## src/rtl/lkv_pkg.sv

```systemverilog
package lkv_pkg;

  localparam int unsigned LKV_ENTRIES = 16;
  localparam int unsigned KEY_W       = 32;
  localparam int unsigned VAL_W       = 32;
  localparam int unsigned CAP_W       = 5;
  localparam logic [CAP_W-1:0] CAP_RESET = CAP_W'(16);

  // register byte address of capacity
  localparam logic [2:0] CAP_ADDR = 3'd0;

  localparam logic [VAL_W-1:0] MISS_VALUE  = '1;
  localparam logic [VAL_W-1:0] STORE_VALUE = '0;

  typedef enum logic {
    ACT_LOOKUP = 1'b0,
    ACT_STORE  = 1'b1
  } action_e;

  // how the row moves on an update
  typedef enum logic [1:0] {
    MODE_HIT    = 2'd0,
    MODE_EVICT  = 2'd1,
    MODE_INSERT = 2'd2
  } upd_mode_e;

  typedef struct packed {
    logic             valid;
    logic [KEY_W-1:0] key;
    logic [VAL_W-1:0] value;
  } entry_t;

  typedef struct packed {
    logic             update;
    upd_mode_e        mode;
    logic [KEY_W-1:0] key;
  } ctl_t;

endpackage

```

## src/rtl/lkv_cell.sv

```systemverilog
module lkv_cell (
  input  logic           clk_i,
  input  logic           rst_ni,
  input  lkv_pkg::ctl_t  ctl_i,
  input  lkv_pkg::entry_t prev_i,
  input  logic           found_i,
  output logic           found_o,
  output logic           hit_o,
  output lkv_pkg::entry_t entry_o
);
  import lkv_pkg::*;

  logic             valid_q, valid_d;
  logic [KEY_W-1:0] key_q;
  logic [VAL_W-1:0] value_q;
  logic             shift;

  assign hit_o   = valid_q && (key_q == ctl_i.key);
  assign found_o = found_i | hit_o;
  assign entry_o = '{valid: valid_q, key: key_q, value: value_q};

  // cells up to the chosen slot take their neighbor's entry
  always_comb begin
    unique case (ctl_i.mode)
      MODE_HIT:    shift = !found_i;
      MODE_EVICT:  shift = valid_q;
      MODE_INSERT: shift = 1'b1;
      default:     shift = 1'b0;
    endcase
  end

  always_comb begin
    valid_d = valid_q;
    if (ctl_i.update && shift) begin
      valid_d = prev_i.valid;
    end
  end

  always_ff @(posedge clk_i or negedge rst_ni) begin
    if (!rst_ni) begin
      valid_q <= 1'b0;
    end else begin
      valid_q <= valid_d;
    end
  end

  always_ff @(posedge clk_i) begin
    if (ctl_i.update && shift) begin
      key_q   <= prev_i.key;
      value_q <= prev_i.value;
    end
  end

endmodule

```

## src/rtl/lru_key_value_cache.sv

```systemverilog
// key/value store with least-recently-used replacement, built as a row of
// cells ordered by recency: the head cell holds the most recent entry.
// input beats arrive on s_axis: tuser is the action (0 lookup, 1 store),
// tdata carries key and value. each beat gives one result beat on m_axis:
// tuser is hit, tdata is the value read (-1 on a lookup miss, 0 on store).
// every beat is handled in the cycle it is accepted: all cells compare the
// key at once and, except on a lookup miss, the row shifts toward the tail up to
// the hit, evicted or free slot, so one beat per cycle is sustained unless the
// receiver stalls; the registered result appears in the cycle after acceptance.
// the broadcast compare across the cell row sets the length of that step.
// the result sits in an output register; a new beat is taken whenever that
// register is empty or being drained, so a stalled receiver holds s_axis off
// only while a result is waiting.
// capacity is written over apb at byte address 0, by the user only while the block is idle;
// the block does not enforce this. reset empties the store and sets capacity to 16.
module lru_key_value_cache #(
  parameter int unsigned ENTRIES = lkv_pkg::LKV_ENTRIES
) (
  input  logic        clk_i,
  input  logic        rst_ni,
  input  logic        s_axis_tvalid,
  output logic        s_axis_tready,
  input  logic [63:0] s_axis_tdata,   // key [31:0], value [63:32]
  input  logic        s_axis_tuser,   // action
  output logic        m_axis_tvalid,
  input  logic        m_axis_tready,
  output logic [31:0] m_axis_tdata,   // read_value [31:0]
  output logic        m_axis_tuser,   // hit
  input  logic        psel,
  input  logic        penable,
  input  logic        pwrite,
  input  logic [2:0]  paddr,
  input  logic [31:0] pwdata,
  output logic [31:0] prdata,
  output logic        pready
);
  import lkv_pkg::*;

  localparam int unsigned CNT_W = $clog2(ENTRIES + 1);
  localparam int unsigned CMP_W = (CNT_W > CAP_W) ? CNT_W : CAP_W;

  logic [CAP_W-1:0] cap_q;
  logic [CNT_W-1:0] count_q, count_d;
  logic             out_valid_q;
  logic             out_hit_q, out_hit_d;
  logic [VAL_W-1:0] out_value_q, out_value_d;

  logic             accept;
  logic [KEY_W-1:0] in_key;
  logic [VAL_W-1:0] in_value;
  action_e          in_action;

  ctl_t             ctl;
  entry_t           new_entry;
  entry_t           ent   [ENTRIES];
  logic             fnd   [ENTRIES+1];
  logic [ENTRIES-1:0] hit_vec;
  logic             hit_any;
  logic [VAL_W-1:0] hit_value;
  logic [CMP_W-1:0] cap_ext, eff_cap;
  logic             full;

  assign in_key    = s_axis_tdata[31:0];
  assign in_value  = s_axis_tdata[63:32];
  assign in_action = action_e'(s_axis_tuser);

  assign s_axis_tready = !out_valid_q || m_axis_tready;
  assign accept        = s_axis_tvalid && s_axis_tready;

  // configuration
  assign pready = 1'b1;
  assign prdata = (paddr == CAP_ADDR) ? 32'(cap_q) : '0;

  always_ff @(posedge clk_i or negedge rst_ni) begin
    if (!rst_ni) begin
      cap_q <= CAP_RESET;
    end else if (psel && penable && pwrite && pready && (paddr == CAP_ADDR)) begin
      cap_q <= pwdata[CAP_W-1:0];
    end
  end

  always_comb begin
    cap_ext = CMP_W'(cap_q);
    if (cap_q == '0) begin
      eff_cap = CMP_W'(1);
    end else if (cap_ext > CMP_W'(ENTRIES)) begin
      eff_cap = CMP_W'(ENTRIES);
    end else begin
      eff_cap = cap_ext;
    end
  end

  assign full = CMP_W'(count_q) >= eff_cap;

  // cell row
  assign fnd[0]  = 1'b0;
  assign hit_any = fnd[ENTRIES];

  for (genvar i = 0; i < ENTRIES; i++) begin : g_cell
    entry_t prev;
    if (i == 0) begin : g_head
      assign prev = new_entry;
    end else begin : g_body
      assign prev = ent[i-1];
    end
    lkv_cell u_cell (
      .clk_i   (clk_i),
      .rst_ni  (rst_ni),
      .ctl_i   (ctl),
      .prev_i  (prev),
      .found_i (fnd[i]),
      .found_o (fnd[i+1]),
      .hit_o   (hit_vec[i]),
      .entry_o (ent[i])
    );
  end

  // keys are unique, so at most one cell hits
  always_comb begin
    hit_value = '0;
    for (int i = 0; i < ENTRIES; i++) begin
      hit_value = hit_value | (ent[i].value & {VAL_W{hit_vec[i]}});
    end
  end

  always_comb begin
    ctl.key    = in_key;
    ctl.update = accept && (hit_any || (in_action == ACT_STORE));
    if (hit_any) begin
      ctl.mode = MODE_HIT;
    end else if (full) begin
      ctl.mode = MODE_EVICT;
    end else begin
      ctl.mode = MODE_INSERT;
    end
    new_entry.valid = 1'b1;
    new_entry.key   = in_key;
    new_entry.value = (in_action == ACT_STORE) ? in_value : hit_value;
  end

  always_comb begin
    count_d = count_q;
    if (ctl.update && ctl.mode == MODE_INSERT) begin
      count_d = count_q + CNT_W'(1);
    end
  end

  always_comb begin
    out_hit_d = hit_any;
    if (in_action == ACT_STORE) begin
      out_value_d = STORE_VALUE;
    end else if (hit_any) begin
      out_value_d = hit_value;
    end else begin
      out_value_d = MISS_VALUE;
    end
  end

  always_ff @(posedge clk_i or negedge rst_ni) begin
    if (!rst_ni) begin
      count_q     <= '0;
      out_valid_q <= 1'b0;
    end else begin
      count_q <= count_d;
      if (accept) begin
        out_valid_q <= 1'b1;
      end else if (m_axis_tready) begin
        out_valid_q <= 1'b0;
      end
    end
  end

  always_ff @(posedge clk_i) begin
    if (accept) begin
      out_hit_q   <= out_hit_d;
      out_value_q <= out_value_d;
    end
  end

  assign m_axis_tvalid = out_valid_q;
  assign m_axis_tdata  = out_value_q;
  assign m_axis_tuser  = out_hit_q;

endmodule

```

## config.mk

```make
export PLATFORM = sky130hd
export DESIGN_NAME = lru_key_value_cache
export DESIGN_NICKNAME = d
export VERILOG_FILES = /design/src/rtl/lkv_pkg.sv /design/src/rtl/lkv_cell.sv /design/src/rtl/lru_key_value_cache.sv
export SDC_FILE = /design/constraint.sdc
export NUM_CORES = 2
export LEC_CHECK = 0
export ABC_AREA = 1
export BUFFER_PORTS_ARGS = -buffer_cell sky130_fd_sc_hd__buf_4
export CORE_MARGIN = 2
export CORE_UTILIZATION = 30
export DETAILED_ROUTE_END_ITERATION = 6
export PLACE_DENSITY = 0.52
export SYNTH_ARGS = -nofsm -noshare
export SYNTH_HDL_FRONTEND = slang
export SYNTH_HIERARCHICAL = 1
export SYNTH_SLANG_ARGS = --single-unit
```

## constraint.sdc

```tcl
create_clock -name clk_i -period 7.75 [get_ports clk_i]
set_input_delay 1.55 -clock clk_i [delete_from_list [all_inputs] [get_ports clk_i]]
set_output_delay 1.55 -clock clk_i [all_outputs]
set_load 0.02 [all_outputs]
```

Word-level counts from Yosys, hierarchy flattened
Cells that the tools add are included.
Widths: inputs -> output; s select.
{ "word_totals": {"ff_bits": 1084, "input_bits": 107, "output_inout_bits": 68, "wordCells": 206} }
{ "classes": {"addsub": 1, "order_cmp": 2, "n_eq_ne": 18, "n_mux": 25, "n_bitwise": 46, "n_reduce_logical": 61} }
{ "ops": {"columns": ["operator", "n"], "rows": [
  ["$and 32x32->32", 16],
  ["$eq 32x32->1", 16],
  ["$or 32x32->32", 15],
  ["$mux 32", 2],
  ["$pmux 1 s3", 15],
  ["$logic_and 1x1->1", 38],
  ["$logic_not 1->1", 16],
  ["$mux 5", 3],
  ["$or 1x1->1", 15],
  ["$add 5x1->5 const B", 1],
  ["$ge 5x5->1", 1],
  ["$gt 5x5->1 const B", 1],
  ["$logic_not 5->1", 1],
  ["$mux 2", 2],
  ["$logic_not 3->1", 1],
  ["$eq 2x1->1 const B", 1],
  ["$eq 2x2->1 const B", 1],
  ["$logic_not 2->1", 1],
  ["$logic_or 1x1->1", 2],
  ["$mux 1", 2],
  ["$pmux 1 s2", 1],
  ["$reduce_bool 2->1", 1],
  ["$reduce_or 2->1", 1]
]} }

Longest topological paths before layout
{ "depth": {"depth_word": 22, "ltp_mapped": 47, "ltp_nobuf": 47} }

Cells and area by module
Netlist, hierarchy kept.
{ "by_module_without_submodules": {"columns": ["mod", "n_inst", "cells_per_inst", "area_each_um2", "seq_area_each_um2"], "rows": [
  ["lkv_cell", 16, 296, 2896.5, 1946.9],
  ["lru_key_value_cache", 1, 1165, 6040.8, 1267.5]
]} }

Least setup slack after synthesis
Ideal clock, no wire load.
{ "synth_timing": {"path_type": "input -> register", "start": "input s_axis_tdata[19]", "end": "register g_cell[10].u_cell.key_q[0], enable pin", "setup_time_ns": 0.419, "arrival_time_ns": 6.625, "required_ns": 7.331, "setup_slack_ns": 0.706, "stages": 41, "n_path_buf": 0, "cell_sequence": "inv_1 or2_2 nand4_1 nor2_1 nand3_1 nand2_1 inv_1 nand2_1 inv_1 nand2_1 inv_1 nand2_1 inv_1 nand2_1 inv_1 nand2_1 inv_1 nand2_1 [... 5 more ...] nand2_1 inv_1 nand2_1 inv_1 nand2_1 inv_1 nand2_1 inv_1 nand2_1 inv_1 nand2_1 inv_1 nand2_1 nor3_1 nor2_1 nand2_1 nand3_1 inv_1"} }
{ "synth_lines": {"columns": ["element", "line", "rtl"], "rows": [
  ["start, declared", "lru_key_value_cache.sv:23", "input logic [63:0] s_axis_tdata,"],
  ["end signal, assigned", "lkv_cell.sv:49", "key_q <= prev_i.key;"],
  ["end, declared", "lkv_cell.sv:14", "logic [KEY_W-1:0] key_q;"]
]} }

==> results.md <==
Run status:
- The run finished, with violations left.
- The checks that failed: DRC.

Critical path:
- For this run, the slowest stage of the critical path takes 480 ps.
- The critical path in this run is classified as in2reg.
- The number of cells on the worst reg-to-reg path is 41.
- STA classifies the critical path endpoint as a register.
- The data required time at the worst endpoint is approximately 8300 ps.
- The worst setup path is launched from an input pin.
- By instance count, the cell type seen most on the critical path is sky130_fd_sc_hd__nand2_1.
- The slowest stage of the critical path belongs to the cell sky130_fd_sc_hd__buf_4.
- The arrival time at the worst endpoint is 6930 ps.
- The worst-path maximum fanout is 34.

Place:
- The count of input and output buffers is about 120.
- Counting tap cells, the placed design contains a total of roughly 8400 instances.
- The congestion estimate from routability-driven global placement came to 0.904.
- The estimated wirelength of the detail-placed design is about 120 mm.

GRT:
- The global-route usage over all layers is between 10% and 20%.
- The first global-routing pass estimated around 250 mm of wire.
- The most utilized layer in the global route result is met2.
- The met1 usage is 25.6%.
- Entering global routing, the biggest net connects 50 pins.
- The final global-route overflow total is 0.
- The met2 track demand over resource in global routing is between 30 and 40%.
- In the global route stage, met3 resource usage came out at 2.39%.
- The number of global-route vias before repair is between 30000 and 40000.
- The initial antenna violation count was 2.

Floorplanning:
- From left edge to right edge, the die measures 422 um.
- The vertical extent of the die is 422 um.
- The I/O pin count is ~180.
- The effective utilization at floorplan is a little under a third.
- In this run the core area contains between 150 and 200 standard-cell rows.
- The die area is approximately 180000 um^2.
- The core region is about 170000 um^2.

Cells and area:
- The antenna diode count is 0.
- The ratio of cells with drive above 1 in the final layout is 7.65%.
- The end-of-flow core utilization is 35.1%.
- In the final design database the tool counted 6269 nets.
- The number of standard cells in the layout, taps in and fillers out is approximately 8600.
- The area growth from synthesis to layout is 16.4%.
- Fill cells in the final layout number around 18000.

Clock tree:
- No sink is reached through more buffers than the 3 on the longest clock path.
- The number of clock buffers added by TritonCTS is ~120.
- Hold repair after CTS inserted 0 buffers.
- The clock tree from TritonCTS is built.
- The number of post-CTS setup repair buffers is 0.
- CTS built an H-tree with a depth of 3.
- Clock latency on the worst-skew pair, taken at its later pin, is ~800 ps.
- The clock-pin transition on the worst setup and hold timing paths is about 60 ps.
- The master cell of the clock root buffer is sky130_fd_sc_hd__clkbuf_16.
- The number of instances resized during post-cts repair is 0.
- The CTS sink count is 1084.

STA:
- The max-slew violation count came to 0.
- In the final timing run, aggregate negative setup slack is 0 ps.
- The time the final worst path needs with I/O delays and setup is 6350 ps.
- The final clock skew is about 100 ps.
- The final clock period utilization by the worst path is 82.0%.
- The final count of negative-setup-slack endpoints is 0.
- The count of final hold-check violations was 0.
- In this run the tightest slew margin relative to its limit is approximately a quarter.
- Setup repair after global routing left no endpoint under its margin.
- The slew at the pin closest to its max-slew limit is about 1100 ps.
- The highest achievable clock rate is about 0.16 GHz.

Power and ir drop:
- The worst vdd rail ir drop is a little over 200 uV.
- The power density relative to cell area is ~280 nW/um^2.
- In this run the static leakage power is 27.3 nW.

Routing:
- The detail route stage leaves a number of antenna-violating nets equal to 0.
- Dividing the detail-routed via count by the number of cells gives around 4.6.
- The total length of routed wires is around 180 mm.
- The average wire per standard cell is between 20 and 25 um.
- Before antenna repair, the detailed router went through 7 iterations.
- The overall via count from detail_route is just under 40000.
- The remaining design rule violation count is 1.
- The number of DRC markers in iteration 0 is 3670.

Worst hold path:
- The hold-critical path depth is 0.
- The path category of the worst min-delay check is reg2reg.

Logic synthesis:
- In this run the cell area of the synthesized design comes to approximately 52000 um^2.
- For this run, the number of Yosys warnings is 6.
- Averaged over all synthesized cells, the footprint is 8.88 um^2.
- The cell count after synthesis is 5900.

Flow run:
- Across the run, the number of max-cap violations was 0.
## path summary, 6_finish.rpt
kind	start	to	slack [ps]
max in group asynchronous	rst_ni	g_cell[14].u_cell/valid_q$_DFFE_PN0P_	6470
worst max-delay path	s_axis_tdata[17]	g_cell[12].u_cell/valid_q$_DFFE_PN0P_	1400
worst max register to register	g_cell[0].u_cell/key_q[12]$_DFFE_PP_	g_cell[12].u_cell/key_q[23]$_DFFE_PP_	2180
worst min-delay path	g_cell[6].u_cell/value_q[3]$_DFFE_PP_	g_cell[7].u_cell/value_q[3]$_DFFE_PP_	430
min in group asynchronous	rst_ni	g_cell[7].u_cell/valid_q$_DFFE_PN0P_	800
worst min register to register	g_cell[6].u_cell/value_q[3]$_DFFE_PP_	g_cell[7].u_cell/value_q[3]$_DFFE_PP_	430
## where the power goes
| group | switching (mW) | internal, mW | total, mW |
|---|---|---|---|
| clock network | 2.50 | 3.36 | 5.86 |
| logic | 1.97 | 0.790 | 2.76 |
| registers | 0.705 | 7.81 | 8.52 |
## cell usage in the layout (no fill, tap or decap), types with 17 or more instances in the layout
cell type and instances:
sky130_fd_sc_hd__nand4_1 141, sky130_fd_sc_hd__inv_1 998, sky130_fd_sc_hd__clkinv_1 20, sky130_fd_sc_hd__dfrtp_1 26, sky130_fd_sc_hd__nand3_1 141, sky130_fd_sc_hd__clkbuf_16 119
sky130_fd_sc_hd__edfxtp_1 1057, sky130_fd_sc_hd__clkinv_2 39, sky130_fd_sc_hd__nor2_2 18, sky130_fd_sc_hd__xnor2_1 114, sky130_fd_sc_hd__nand2_1 2447, sky130_fd_sc_hd__conb_1 31
sky130_fd_sc_hd__buf_4 174, sky130_fd_sc_hd__a21oi_1 22, sky130_fd_sc_hd__nor2_1 571, sky130_fd_sc_hd__buf_12 34, sky130_fd_sc_hd__o21ai_0 116, sky130_fd_sc_hd__nor2_4 17
sky130_fd_sc_hd__or2_2 34, sky130_fd_sc_hd__clkbuf_1 25
## per-layer routing
metal  vias to the layer above  routed length [um]
met2                      1392               83800
met4                         0                5330
met3                       257               10800
met1                     18873               75700
met5                         -                   0
li1                      19034                   -
## critical path, delay by kind of cell
kind | cells | cell delay [ps]
buf+inv | 20 | 2580
simple gates | 26 | 2500
compound gates | 2 | 220
## sequential cells by signal (all words and copies together) (netlist names)
signal,count
g_cell.u_cell/value_q,512
g_cell.u_cell/key_q,512
cap_ext,5
m_axis_tdata,32
m_axis_tuser,1
g_cell.u_cell/valid_q,16
m_axis_tvalid,1
count_q,5
## cell type report
type	count	area (um^2)	area share [%]
Clock buffer	149	3140	5.15
Timing Repair Buffer	208	1990	3.26
Inverter	1016	3830	6.29
Clock inverter	77	901	1.48
Tap cell	2325	2910	4.77
Multi-Input combinational cell	3727	15800	25.9
Sequential cell	1084	32400	53.2
## through the flow
step | power, mW | hold slack (ps) | instance area (um^2) | setup WS, ps
2_1_floorplan | 9.97 | 426 | 52500 | 706
3_5_place_dp | 11.4 | 432 | 56900 | 733
6_report | 17.1 | 428 | 61000 | 1400
3_3_place_gp | 11.3 | 429 | 56900 | 725
4_1_cts | 17.3 | 433 | 61000 | 1460
5_1_grt | 17.9 | 441 | 61000 | 848
(Power assumes the default switching activity.)
